[config.mk]
export PLATFORM = sky130hd
export DESIGN_NAME = sensorless_bldc_six_step_controller_unit_flat
export DESIGN_NICKNAME = d
export VERILOG_FILES = /design/src/hw/rtl/sbsc_pkg.sv /design/src/hw/rtl/sbsc_stream_if.sv /design/src/hw/rtl/sensorless_bldc_six_step_controller_unit.sv /design/src/hw/rtl/sbsc_regs.sv /design/src/hw/rtl/sbsc_alu.sv /design/src/flat_wrapper.sv
export SDC_FILE = /design/constraint.sdc
export NUM_CORES = 2
export LEC_CHECK = 0
export CORE_MARGIN = 2
export CORE_UTILIZATION = 70
export CTS_CLUSTER_SIZE = 16
export DETAILED_ROUTE_END_ITERATION = 12
export DONT_BUFFER_PORTS = 1
export GPL_TIMING_DRIVEN = 1
export PLACE_DENSITY = 0.86
export SLEW_MARGIN = 20
export SYNTH_ARGS = -nofsm -noshare
export SYNTH_HDL_FRONTEND = slang
export SYNTH_SLANG_ARGS = --single-unit
export TNS_END_PERCENT = 30
[constraint.sdc]
create_clock -name clk -period 28.8 [get_ports clk]
set_input_delay 4.32 -clock clk [delete_from_list [all_inputs] [get_ports clk]]
set_output_delay 4.32 -clock clk [all_outputs]
set_load 0.02 [all_outputs]
[src/hw/rtl/sbsc_pkg.sv]
// Package with shared types, constants and tables of the six-step controller.
`default_nettype none
package sbsc_pkg;
    localparam int DUTY_MAX = 255;
    localparam int STEP_COUNT_BITS = 16;

    localparam logic [1:0] MODE_TICK   = 2'd0;
    localparam logic [1:0] MODE_SAMPLE = 2'd1;
    localparam logic [1:0] MODE_TARGET = 2'd2;
    localparam logic [1:0] MODE_NONE   = 2'd3;

    localparam logic [2:0] REG_DEBOUNCE = 3'd0;
    localparam logic [2:0] REG_MIN_TGT  = 3'd1;
    localparam logic [2:0] REG_START    = 3'd2;
    localparam logic [2:0] REG_OVS      = 3'd3;
    localparam logic [2:0] REG_KP       = 3'd4;
    localparam logic [2:0] REG_KD       = 3'd5;
    localparam logic [2:0] REG_WINDOW   = 3'd6;
    localparam logic [2:0] REG_SCALE    = 3'd7;

    typedef struct packed {
        logic [7:0] debounce_count;
        logic [9:0] launch_target;
        logic [7:0] start_duty;
        logic [9:0] overspeed_limit;
        logic [7:0] proportional_gain;
        logic [7:0] derivative_gain;
        logic [9:0] window_ms;
        logic [7:0] rps_scale;
    } cfg_t;

    typedef struct packed {
        logic [1:0] mode;
        logic       comp_a;
        logic       comp_b;
        logic       comp_c;
        logic [9:0] target_rps;
    } in_word_t;

    typedef struct packed {
        logic [2:0]  high_gates;
        logic [2:0]  low_pwm_select;
        logic [7:0]  pwm_duty;
        logic        running;
        logic [21:0] speed_q8;
        logic        commutated;
        logic        overspeed_stop;
    } out_word_t;

    function automatic logic [2:0] pat_high(input logic [2:0] p);
        case (p) inside
            3'd0, 3'd1: pat_high = 3'b001;
            3'd2, 3'd3: pat_high = 3'b010;
            3'd4, 3'd5: pat_high = 3'b100;
            default:    pat_high = 3'b001;
        endcase
    endfunction

    function automatic logic [2:0] pat_low(input logic [2:0] p);
        case (p) inside
            3'd0:       pat_low = 3'b010;
            3'd1, 3'd2: pat_low = 3'b100;
            3'd3, 3'd4: pat_low = 3'b001;
            3'd5:       pat_low = 3'b010;
            default:    pat_low = 3'b010;
        endcase
    endfunction
endpackage
`default_nettype wire

[src/hw/rtl/sbsc_stream_if.sv]
// Valid/ready stream interfaces for input and result words.
`default_nettype none
interface sbsc_in_if import sbsc_pkg::*; ();
    logic     valid;
    logic     ready;
    in_word_t data;
    modport source(output valid, output data, input ready);
    modport sink(input valid, input data, output ready);
endinterface

interface sbsc_out_if import sbsc_pkg::*; ();
    logic      valid;
    logic      ready;
    out_word_t data;
    modport source(output valid, output data, input ready);
    modport sink(input valid, input data, output ready);
endinterface
`default_nettype wire

[src/hw/rtl/sensorless_bldc_six_step_controller_unit.sv]
// Sensorless six-step controller: sequencer, state, shared multiplier and result register.
// Each accepted word passes EXEC and OUT; a tick that closes a window also passes SPEED,
// and while running also PTERM, DTERM and APPLY (speed, P, D, update) before OUT.
// One word at a time, accepted the cycle after the result is taken; SPEED, PTERM and DTERM
// share the one multiplier.
// Reset (rst_n, asynchronous) stops the motor and loads the register defaults.
`default_nettype none
module sensorless_bldc_six_step_controller_unit import sbsc_pkg::*; (
    input  wire logic        clk,
    input  wire logic        rst_n,
    sbsc_in_if.sink          in_ch,
    sbsc_out_if.source       out_ch,
    input  wire logic        psel,
    input  wire logic        penable,
    input  wire logic        pwrite,
    input  wire logic [4:0]  paddr,
    input  wire logic [31:0] pwdata,
    output logic [31:0]      prdata,
    output logic             pready
);
    typedef enum logic [6:0] {
        S_IDLE  = 7'b0000001,
        S_EXEC  = 7'b0000010,
        S_SPEED = 7'b0000100,
        S_PTERM = 7'b0001000,
        S_DTERM = 7'b0010000,
        S_APPLY = 7'b0100000,
        S_OUT   = 7'b1000000
    } state_t;

    cfg_t cfg;
    sbsc_regs u_regs (
        .clk, .rst_n, .psel, .penable, .pwrite, .paddr, .pwdata, .prdata, .pready,
        .cfg
    );

    state_t state_reg, state_next;
    in_word_t in_reg;
    logic [2:0] step_reg, pat_reg;
    logic [7:0] match_reg;
    logic [STEP_COUNT_BITS-1:0] steps_reg;
    logic [9:0] ms_reg, tgt_reg;
    logic [21:0] speed_reg;
    logic signed [31:0] perr_reg, accum_reg;
    logic spin_reg, comm_reg, ovs_reg;
    logic signed [47:0] acc_reg;
    logic signed [32:0] err_reg;
    logic signed [23:0] delta_reg;
    logic out_valid_reg;
    out_word_t out_reg;

    logic signed [24:0] op_a;
    logic signed [10:0] op_b;
    logic signed [47:0] addend, alu_res;
    sbsc_alu u_alu (.op_a, .op_b, .addend, .result(alu_res));

    logic signed [32:0] err_c;
    logic signed [47:0] rnd_c, sum_c;
    logic [7:0] duty_c;
    logic [21:0] sp_c;
    logic [2:0] step_c, watch_sel;
    logic level_c, match_hit, window_hit, accept;
    logic [7:0] match_inc, need_c;
    logic [10:0] ms_inc;

    always_comb
    begin
        op_a = '0;
        op_b = '0;
        addend = '0;
        unique case (state_reg)
            S_SPEED:
            begin
                op_a = 25'($signed({1'b0, steps_reg}));
                op_b = 11'($signed({1'b0, cfg.rps_scale}));
            end
            S_PTERM:
            begin
                op_a = 25'(err_c);
                op_b = 11'($signed({1'b0, cfg.proportional_gain}));
            end
            S_DTERM:
            begin
                op_a = 25'(err_reg - 33'(perr_reg));
                op_b = 11'($signed({1'b0, cfg.derivative_gain}));
                addend = acc_reg;
            end
            default: ;
        endcase
    end

    assign sp_c = (alu_res > 48'sh3FFFFF) ? 22'h3FFFFF : 22'(alu_res);
    assign err_c = $signed({15'd0, tgt_reg, 8'd0}) - $signed({11'd0, speed_reg});
    // Round to nearest with halves up: an arithmetic shift of sum+128 floors.
    assign rnd_c = (acc_reg + 48'sd128) >>> 8;
    always_comb
    begin
        sum_c = 48'(accum_reg) + rnd_c;
        if (sum_c > 48'sh7FFFFFFF) sum_c = 48'sh7FFFFFFF;
        else if (sum_c < -48'sh80000000) sum_c = -48'sh80000000;
    end

    always_comb
    begin
        if (accum_reg < 0) duty_c = 8'd0;
        else if (accum_reg >= 32'(DUTY_MAX * 256)) duty_c = 8'(DUTY_MAX);
        else duty_c = 8'((accum_reg + 32'sd128) >>> 8);
    end

    always_comb
    begin
        step_c = (step_reg > 3'd5) ? 3'd0 : step_reg;
        case (step_c) inside
            3'd0, 3'd3: watch_sel = 3'b001;
            3'd1, 3'd4: watch_sel = 3'b100;
            default:    watch_sel = 3'b010;
        endcase
        level_c = (watch_sel[0] & in_reg.comp_a) | (watch_sel[1] & in_reg.comp_b)
                | (watch_sel[2] & in_reg.comp_c);
        // A debounce count of zero behaves as one.
        need_c = (cfg.debounce_count == 8'd0) ? 8'd1 : cfg.debounce_count;
        match_inc = match_reg + 8'd1;
        match_hit = (match_inc >= need_c);
        ms_inc = {1'b0, ms_reg} + 11'd1;
        window_hit = (ms_inc >= {1'b0, cfg.window_ms});
    end

    assign in_ch.ready = (state_reg == S_IDLE) && !out_valid_reg;
    assign accept = in_ch.valid && in_ch.ready;
    assign out_ch.valid = out_valid_reg;
    assign out_ch.data = out_reg;

    always_comb
    begin
        state_next = state_reg;
        unique case (state_reg)
            S_IDLE:  if (accept) state_next = S_EXEC;
            S_EXEC:  state_next = (in_reg.mode == MODE_TICK && window_hit) ? S_SPEED : S_OUT;
            S_SPEED: state_next = spin_reg ? S_PTERM : S_OUT;
            S_PTERM: state_next = S_DTERM;
            S_DTERM: state_next = S_APPLY;
            S_APPLY: state_next = S_OUT;
            S_OUT:   state_next = S_IDLE;
            default: state_next = S_IDLE;
        endcase
    end

    always_ff @(posedge clk or negedge rst_n)
    begin
        if (!rst_n)
        begin
            state_reg <= S_IDLE;
            in_reg <= '0;
            step_reg <= '0; pat_reg <= '0; match_reg <= '0; steps_reg <= '0;
            ms_reg <= '0; speed_reg <= '0; perr_reg <= '0; accum_reg <= '0;
            spin_reg <= 1'b0; tgt_reg <= '0; comm_reg <= 1'b0; ovs_reg <= 1'b0;
            acc_reg <= '0; err_reg <= '0; delta_reg <= '0;
            out_valid_reg <= 1'b0;
            out_reg <= '0;
        end
        else
        begin
            state_reg <= state_next;
            if (state_reg == S_OUT) out_valid_reg <= 1'b1;
            else if (out_valid_reg && out_ch.ready) out_valid_reg <= 1'b0;
            unique case (state_reg)
                S_IDLE:
                begin
                    if (accept)
                    begin
                        in_reg <= in_ch.data;
                        comm_reg <= 1'b0;
                        ovs_reg <= 1'b0;
                    end
                end
                S_EXEC:
                begin
                    case (in_reg.mode)
                        MODE_TICK: ms_reg <= window_hit ? 10'd0 : ms_inc[9:0];
                        MODE_SAMPLE:
                        begin
                            if (spin_reg)
                            begin
                                if (level_c == step_c[0])
                                begin
                                    if (match_hit)
                                    begin
                                        match_reg <= '0;
                                        pat_reg <= step_c;
                                        step_reg <= (step_c == 3'd5) ? 3'd0 : step_c + 3'd1;
                                        steps_reg <= steps_reg + STEP_COUNT_BITS'(1);
                                        comm_reg <= 1'b1;
                                    end
                                    else
                                        match_reg <= match_inc;
                                end
                                else
                                    match_reg <= '0;
                            end
                        end
                        MODE_TARGET:
                        begin
                            if (in_reg.target_rps == 10'd0)
                            begin
                                spin_reg <= 1'b0;
                                tgt_reg <= '0;
                            end
                            else if (!spin_reg)
                            begin
                                // Start-up: duty starts from start_duty and the target from launch_target.
                                spin_reg <= 1'b1;
                                accum_reg <= $signed({16'd0, cfg.start_duty, 8'd0});
                                step_reg <= 3'd5;
                                pat_reg <= 3'd4;
                                ms_reg <= '0;
                                steps_reg <= '0;
                                match_reg <= '0;
                                tgt_reg <= cfg.launch_target;
                            end
                            else
                                tgt_reg <= in_reg.target_rps;
                        end
                        default: ;
                    endcase
                end
                S_SPEED:
                begin
                    delta_reg <= $signed({2'b0, sp_c}) - $signed({2'b0, speed_reg});
                    speed_reg <= sp_c;
                    steps_reg <= '0;
                end
                S_PTERM:
                begin
                    acc_reg <= alu_res;
                    err_reg <= err_c;
                end
                S_DTERM:
                begin
                    acc_reg <= alu_res;
                    perr_reg <= 32'(err_reg);
                end
                S_APPLY:
                begin
                    accum_reg <= 32'(sum_c);
                    if (delta_reg > $signed({6'd0, cfg.overspeed_limit, 8'd0}))
                    begin
                        spin_reg <= 1'b0;
                        ovs_reg <= 1'b1;
                    end
                end
                S_OUT:
                begin
                    out_reg.high_gates <= spin_reg ? pat_high(pat_reg) : 3'd0;
                    out_reg.low_pwm_select <= spin_reg ? pat_low(pat_reg) : 3'd0;
                    out_reg.pwm_duty <= spin_reg ? duty_c : 8'd0;
                    out_reg.running <= spin_reg;
                    out_reg.speed_q8 <= speed_reg;
                    out_reg.commutated <= comm_reg;
                    out_reg.overspeed_stop <= ovs_reg;
                end
                default: ;
            endcase
        end
    end
endmodule
`default_nettype wire

[src/hw/rtl/sbsc_regs.sv]
// APB register file holding the controller configuration.
`default_nettype none
module sbsc_regs import sbsc_pkg::*; (
    input  wire logic        clk,
    input  wire logic        rst_n,
    input  wire logic        psel,
    input  wire logic        penable,
    input  wire logic        pwrite,
    input  wire logic [4:0]  paddr,
    input  wire logic [31:0] pwdata,
    output logic [31:0]      prdata,
    output logic             pready,
    output cfg_t             cfg
);
    cfg_t cfg_reg;
    logic [2:0] idx;
    assign idx = paddr[4:2];
    assign pready = 1'b1;
    assign cfg = cfg_reg;

    always_ff @(posedge clk or negedge rst_n)
    begin
        if (!rst_n)
        begin
            cfg_reg.debounce_count    <= 8'd10;
            cfg_reg.launch_target     <= 10'd60;
            cfg_reg.start_duty        <= 8'd100;
            cfg_reg.overspeed_limit   <= 10'd100;
            cfg_reg.proportional_gain <= 8'd51;
            cfg_reg.derivative_gain   <= 8'd128;
            cfg_reg.window_ms         <= 10'd100;
            cfg_reg.rps_scale         <= 8'd61;
        end
        else if (psel && penable && pwrite)
        begin
            unique case (idx)
                REG_DEBOUNCE: cfg_reg.debounce_count    <= pwdata[7:0];
                REG_MIN_TGT:  cfg_reg.launch_target     <= pwdata[9:0];
                REG_START:    cfg_reg.start_duty        <= pwdata[7:0];
                REG_OVS:      cfg_reg.overspeed_limit   <= pwdata[9:0];
                REG_KP:       cfg_reg.proportional_gain <= pwdata[7:0];
                REG_KD:       cfg_reg.derivative_gain   <= pwdata[7:0];
                REG_WINDOW:   cfg_reg.window_ms         <= pwdata[9:0];
                REG_SCALE:    cfg_reg.rps_scale         <= pwdata[7:0];
                default: ;
            endcase
        end
    end

    always_comb
    begin
        prdata = '0;
        unique case (idx)
            REG_DEBOUNCE: prdata[7:0] = cfg_reg.debounce_count;
            REG_MIN_TGT:  prdata[9:0] = cfg_reg.launch_target;
            REG_START:    prdata[7:0] = cfg_reg.start_duty;
            REG_OVS:      prdata[9:0] = cfg_reg.overspeed_limit;
            REG_KP:       prdata[7:0] = cfg_reg.proportional_gain;
            REG_KD:       prdata[7:0] = cfg_reg.derivative_gain;
            REG_WINDOW:   prdata[9:0] = cfg_reg.window_ms;
            REG_SCALE:    prdata[7:0] = cfg_reg.rps_scale;
            default: ;
        endcase
    end
endmodule
`default_nettype wire

[src/hw/rtl/sbsc_alu.sv]
// Shared multiply-accumulate unit: one signed 25x11 product plus an addend.
`default_nettype none
module sbsc_alu import sbsc_pkg::*; (
    input  wire logic signed [24:0] op_a,
    input  wire logic signed [10:0] op_b,
    input  wire logic signed [47:0] addend,
    output logic signed [47:0]      result
);
    logic signed [35:0] prod;
    assign prod = op_a * op_b;
    assign result = addend + 48'(prod);
endmodule
`default_nettype wire

[src/flat_wrapper.sv]
// flat-port wrapper written by rule: the top's interface ports become plain ports
module sensorless_bldc_six_step_controller_unit_flat import sbsc_pkg::*;
  (clk, rst_n, psel, penable, pwrite, paddr, pwdata, prdata, pready, in_ch_valid, in_ch_data, in_ch_ready, out_ch_valid, out_ch_data, out_ch_ready);
  sbsc_in_if in_ch_i ();
  sbsc_out_if out_ch_i ();
  input  wire logic clk;
  input  wire logic rst_n;
  input  wire logic psel;
  input  wire logic penable;
  input  wire logic pwrite;
  input  wire logic [4:0] paddr;
  input  wire logic [31:0] pwdata;
  output logic [31:0] prdata;
  output logic pready;
  input wire logic [$bits(in_ch_i.valid)-1:0] in_ch_valid;
  input wire logic [$bits(in_ch_i.data)-1:0] in_ch_data;
  output wire logic [$bits(in_ch_i.ready)-1:0] in_ch_ready;
  output wire logic [$bits(out_ch_i.valid)-1:0] out_ch_valid;
  output wire logic [$bits(out_ch_i.data)-1:0] out_ch_data;
  input wire logic [$bits(out_ch_i.ready)-1:0] out_ch_ready;
  assign in_ch_i.valid = in_ch_valid;
  assign in_ch_i.data = in_ch_data;
  assign in_ch_ready = in_ch_i.ready;
  assign out_ch_valid = out_ch_i.valid;
  assign out_ch_data = out_ch_i.data;
  assign out_ch_i.ready = out_ch_ready;
  sensorless_bldc_six_step_controller_unit u_core (.clk(clk), .rst_n(rst_n), .in_ch(in_ch_i), .out_ch(out_ch_i), .psel(psel), .penable(penable), .pwrite(pwrite), .paddr(paddr), .pwdata(pwdata), .prdata(prdata), .pready(pready));
endmodule
# Yosys cells after proc, flatten, opt, wreduce, memory -nomap -nowiden
# Cells that the tools add are included.
[op_classes]
order_cmp = 9
mul = 1
reduce_logical = 46
eq_ne = 46
n_mux = 77
n_bitwise = 5
add_sub_neg = 11
[ops]
columns = ["operator", "n"]
rows = [
  ["$mux W32", 5],
  ["$mux W16", 5],
  ["$pmux W25 S3", 1],
  ["$mux W8", 9],
  ["$pmux W16 S2", 2],
  ["$pmux W32 S2", 1],
  ["$pmux W8 S8", 1],
  ["$mux W3", 21],
  ["$mux W10", 5],
  ["$add A48 B34 Y48", 1],
  ["$add A48 B9 Y48 const B", 1],
  ["$gt A48 B23 Y1 const B", 1],
  ["$mux W48", 1],
  ["$pmux W7 S6", 1],
  ["$add A32 B40 Y41", 1],
  ["$gt A41 B32 Y1 const B", 1],
  ["$lt A41 B32 Y1 const B", 1],
  ["$mul A25 B9 Y34", 1],
  ["$ge A32 B17 Y1 const B", 1],
  ["$lt A32 B1 Y1 const B", 1],
  ["$eq A3 B3 Y1 const B", 8],
  ["$gt A24 B19 Y1", 1],
  ["$pmux W8 S3", 1],
  ["$sub A23 B23 Y24", 1],
  ["other kinds (51)", 123],
]
[totals]
in_bits = 59
out_inout_bits = 74
elab_cells = 232
reg_bits = 357

# Longest topological paths before layout
[depth]
word_depth = 14
ltp_mapped = 52
ltp_nobuf = 50

# Modules after synthesis
# Synthesis repeated with hierarchy kept, for this count alone.
[unflattened]
hier_cells = 3981
area_unflattened_um2 = 35999.5
[modules_own_cells]
columns = ["module", "n_inst", "cells_each", "area_per_inst_um2"]
rows = [
  ["sensorless_bldc_six_step_controller_unit", 1, 2135, 19130.8],
  ["sbsc_alu", 1, 1586, 13335.3],
  ["sbsc_regs", 1, 260, 3533.4],
]

# Worst setup path after synthesis
# Ideal clock, no wire load.
[synth_path]
kind = "register to register"
from = "register u_core.err_reg[10]"
to = "register u_core.delta_reg[18]"
n_path_buf = 3
arrival_ns = 11.480
setup_slack_ns = 17.185
setup_time_ns = 0.135
stages_incl_launch_ff = 46
synth_period_minus_slack_ns = 11.615
path_cell_list = "dfrtp_1 > ha_1 > a21o_1 > a21o_1 > a21o_1 > a21o_1 > a21oi_1 > o21a_1 > o21ai_0 > and3_1 > o31a_1 > o311ai_0 > clkbuf_1 > and2_1 > fa_1 > inv_1 > fa_1 > fa_1 > [... 10 more ...] > a211o_1 > nand4b_1 > or4_4 > o41ai_4 > buf_6 > nand2_1 > ha_1 > nor2b_1 > o21ai_0 > a21boi_0 > o21ai_0 > nand2b_1 > a21oi_1 > o211ai_1 > a31o_2 > a211o_1 > nand2_1 > o21ai_0"
[synth_between]
elab_chain_len = 7
[synth_lines]
columns = ["item", "line_no", "source"]
rows = [
  ["start: declaration", "sensorless_bldc_six_step_controller_unit.sv:47", "logic signed [32:0] err_reg;"],
  ["start signal: assignment", "sensorless_bldc_six_step_controller_unit.sv:235", "err_reg <= err_c;"],
  ["$sub A23 B23 Y24", "sensorless_bldc_six_step_controller_unit.sv:84", "op_a = 25'(err_reg - 33'(perr_reg));"],
  ["$pmux W25 S3", "sensorless_bldc_six_step_controller_unit.sv:71", "unique case (state_reg)"],
  ["$mul A25 B9 Y34", "sbsc_alu.sv:10", "assign prod = op_a * op_b;"],
  ["$add A48 B34 Y48", "sbsc_alu.sv:11", "assign result = addend + 48'(prod);"],
  ["$gt A48 B23 Y1", "sensorless_bldc_six_step_controller_unit.sv:92", "assign sp_c = (alu_res > 48'sh3FFFFF) ? 22'h3FFFFF : 22'(alu_res);"],
  ["$mux W22", "sensorless_bldc_six_step_controller_unit.sv:92", ""],
  ["net u_core.sp_c[2]", "sensorless_bldc_six_step_controller_unit.sv:60", "logic [21:0] sp_c;"],
  ["$sub A22 B22 Y23", "sensorless_bldc_six_step_controller_unit.sv:228", "delta_reg <= $signed({2'b0, sp_c}) - $signed({2'b0, speed_reg});"],
  ["end signal: assignment", "sensorless_bldc_six_step_controller_unit.sv:228", ""],
  ["end: declaration", "sensorless_bldc_six_step_controller_unit.sv:48", "logic signed [23:0] delta_reg;"],
]
# The timed path passes the listed nets, and every way through them passes these cells.
# A chain may end at the register's enable or synchronous reset.

# Worst setup path in the final report
[layout_path]
from = "register u_core.state_reg[5]"
to = "register u_core.delta_reg[21]"
[layout_between]
elab_chain_len = 7
word_cells_on_any_way = 11
classes_between = "2 x add/sub; 1 x mul; 1 x order compare; 3 x eq/ne; 4 x mux"
[layout_lines]
columns = ["item", "line_no", "source"]
rows = [
  ["start: declaration", "sensorless_bldc_six_step_controller_unit.sv:37", "state_t state_reg, state_next;"],
  ["start signal: assignment", "sensorless_bldc_six_step_controller_unit.sv:163", "state_reg <= state_next;"],
  ["$eq A7 B5 Y1, or another cell as far along", "sensorless_bldc_six_step_controller_unit.sv:71", ""],
  ["$pmux W25 S3 / $pmux W8 S3 (equally long branches)", "sensorless_bldc_six_step_controller_unit.sv:71", ""],
  ["$mul A25 B9 Y34", "sbsc_alu.sv:10", ""],
  ["$add A48 B34 Y48 *", "sbsc_alu.sv:11", ""],
  ["$gt A48 B23 Y1", "sensorless_bldc_six_step_controller_unit.sv:92", ""],
  ["$mux W22 *", "sensorless_bldc_six_step_controller_unit.sv:92", ""],
  ["net u_core.sp_c[1]", "sensorless_bldc_six_step_controller_unit.sv:60", ""],
  ["$sub A22 B22 Y23 *", "sensorless_bldc_six_step_controller_unit.sv:228", ""],
]
# Mark *: on every way through the listed nets, which the timed path passes. The rest lies on a longest branch.

==> impl_metrics.ini <==
[worst_setup_path]
path_class = reg -> reg
startpoint_type = register
reg2reg_setup_slack_ns = 14.58
max_stage_delay_ns = 0.78
cp_common_cell = fa_1
critPathArrivalTime_ns = 14.66
crit_path_end_kind = register
reg2reg_to = u_core.delta_reg[21]$_DFFE_PN0N_
required_ns = 29.23
ff2ff_path_depth = 41
cp_max_fo = 79
slowest_stage = buf_4
reg2reg_from = u_core.state_reg[5]$_DFFE_PN0P_

[clock_tree]
clkLatencyLatePin_ns = 0.57
cts_made_buffers = 39
cts_max_level = 2
path_clk_slew_ns = 0.06
clockRootBuffer = clkbuf_16
cts_buffer_depth = 3
post_cts_buffers = 0
cts-resized-gates = 0
cts.sinks = 356
tritoncts = yes
cts_hold_buf = 0

[power]
power_mw = 1.49
p_per_area_nw_per_um2 = 45.1
leakage_nw = 16.4
peakVddDrop_mv = 0.0641

[synth]
yosys.area.top_type_share = 0.264
synth_cell_types = 87
yosysSeqAreaShare = 0.285
syn_area_um2 = 31300
netlist_instances = 3623
synth-async-reset-ratio = 1.00
synth_edf_count = 0
yosys_warnings = 0
yosys-top-cells-area = dfrtp_1 (26%), fa_1 (12%), ha_1 (9.0%)
synth-main-ff-cell = dfrtp_1
yosys_register_bits = 356
synth_area_per_cell_um2 = 8.65
yosysTopAreaCell = dfrtp_1

[timing]
period_share = 0.494
setup_viol = 0
rsz0062_at_grt = false
whs_ns = 0.460
hold_viol_final = 0
finalSetupTns_ns = 0
finalClockSkew_ns = 0.0347
fmax_mhz = 70.3
maxSlewHeadroom = 0.233
drv_slew = 0
fin_crit_ns = 14.22
tightestPinTransition_ns = 1.15

[placed_design]
place_area_um2 = 31700
dp_hpwl_um = 67300
portBuffers = 0
dp.cells = 4109
gp_congestion = 1.01

[die]
rows = 77
die_area_um2 = 46500
core-area_um2 = 44200
ios = 133
die-height_um = 216
initial_core_util = 0.708
fp.dieW_um = 216

[global_routing]
busiest_layer = met2
grt_pass1_vias = 27400
gr-usage-met1 = 0.516
gr-total-overflow = 0
use_met2 = 0.627
antenna_found_initial = 0
track_usage = 0.388
grt_start_max_net_pins = 357
grt_use_met3 = 0.0733
grt_pass1_wl_um = 144000

[run]
cap_violations = 0

[cells_and_area]
fin_nets = 4036
multiInputGateArea_um2 = 20500
drive_gt1_frac = 0.0638
final_cells = 4181
insertedDiodeCount = 0
mostFrequentLayoutCells = nand2_1 (520), inv_1 (336), dfrtp_1 (329)
layout_commonest_cell = nand2_1
seq_area_um2 = 8940
largest_reg_flops = 70
nFillCells = 3142
area_delta_synth_final_pct = 5.54
design_area_um2 = 33100

[routing]
avgRoutedWirePerCell_um = 21.4
first_pass_iters = 7
drt_iter0_markers = 3041
routed_wl_um = 89500
ant_nets = 0
viasPerCell = 6.53
drcViolationCount = 0
dr_total_vias = 27300

[hold_path]
hold_path_end = u_core.acc_reg[0]$_DFFE_PN0P_
hold_class = reg -> reg
holdPathStages = 2
min_from = u_core.acc_reg[0]$_DFFE_PN0P_

[status]
status = finished, final reports clean
## cell usage after synthesis (all sizes together) (17+ instances only)
| library cell | number |
|---|---|
| a211oi | 29 |
| a21o | 87 |
| a21oi | 170 |
| a221oi | 18 |
| a31oi | 53 |
| and2 | 43 |
| and3 | 38 |
| buf | 43 |
| clkbuf | 122 |
| dfrtp | 330 |
| dfstp | 26 |
| fa | 193 |
| ha | 225 |
| inv | 336 |
| mux2 | 53 |
| mux2i | 29 |
| nand2 | 520 |
| nand2b | 39 |
| nand3 | 58 |
| nand4 | 41 |
| nor2 | 291 |
| nor2b | 30 |
| nor3 | 52 |
| o211ai | 35 |
| o21a | 30 |
| o21ai | 241 |
| o21bai | 20 |
| o31ai | 28 |
| or2 | 22 |
| or3 | 17 |
| xnor2 | 118 |
| xor2 | 67 |
## power breakdown
group          internal [mW]  switching [mW]  leakage [nW]
registers              0.563          0.0822          4.75
clock network          0.310           0.220         0.651
logic                  0.128           0.187          11.0
## worst max-delay path, delay by kind of cell (launching register included)
family | cells | cell delay, ns
DFF | 1 | 0.41
adders and majority gates | 7 | 3.42
buffers and inverters | 6 | 3.15
and+or+nand+nor | 14 | 3.41
AOI/OAI and AO/OA | 12 | 3.16
muxes | 2 | 0.43
## worst max-delay path by stage
stage	from	end	slack, ns	cells past startpoint
6_report	u_core.state_reg[5]$_DFFE_PN0P_	u_core.delta_reg[21]$_DFFE_PN0N_	14.58	41
3_5_place_dp	u_core.state_reg[5]$_DFFE_PN0P_	u_core.delta_reg[21]$_DFFE_PN0N_	14.85	41
3_3_place_gp	u_core.speed_reg[2]$_DFFE_PN0N_	u_core.delta_reg[21]$_DFFE_PN0N_	15.30	42
2_1_floorplan	u_core.err_reg[10]$_DFFE_PN0N_	u_core.delta_reg[18]$_DFFE_PN0N_	17.18	45
5_1_grt	u_core.state_reg[5]$_DFFE_PN0P_	u_core.delta_reg[21]$_DFFE_PN0N_	13.65	41
4_1_cts	u_core.state_reg[5]$_DFFE_PN0P_	u_core.delta_reg[21]$_DFFE_PN0N_	14.80	41
## kinds of logic (layout without fill, tap and decap cells)
kind of cell | count (synthesis) | after routing | share of synthesized area
AOI/OAI and AO/OA | 868 | 868 | 0.181
xor gates and xnor gates | 185 | 185 | 0.0517
adders and majority gates | 418 | 418 | 0.213
buffers and inverters | 503 | 448 | 0.0643
DFF | 356 | 356 | 0.285
muxes | 83 | 83 | 0.0290
other | 2 | 23 | 0.000240
and+or+nand+nor | 1208 | 1208 | 0.175
## layout make-up
| cell class | instances | share of cell area |
|---|---|---|
| clock buffers | 58 | 0.0341 |
| flip-flops and latches | 356 | 0.270 |
| repair buffers | 39 | 0.00878 |
| well taps | 592 | 0.0224 |
| multi-input cells | 2785 | 0.619 |
| clock inverters | 13 | 0.00640 |
| inverters | 338 | 0.0384 |
## layer usage
| metal | vias up | part of all wire | routed length [µm] |
|---|---|---|---|
| met2 | 1405 | 0.47 | 41800 |
| met4 | 0 | 0.045 | 3990 |
| met3 | 287 | 0.096 | 8580 |
| met5 | - | 0 | 0 |
| li1 | 12300 | - | - |
| met1 | 13300 | 0.39 | 35200 |
## metrics by stage
step	util	setup slack (ns)
2_1_floorplan	-	17.18
3_3_place_gp	0.717	15.30
3_5_place_dp	0.717	14.85
4_1_cts	0.747	14.80
5_1_grt	0.748	13.65
6_report	0.748	14.58
Note: power is estimated with default switching activity, not from simulation.
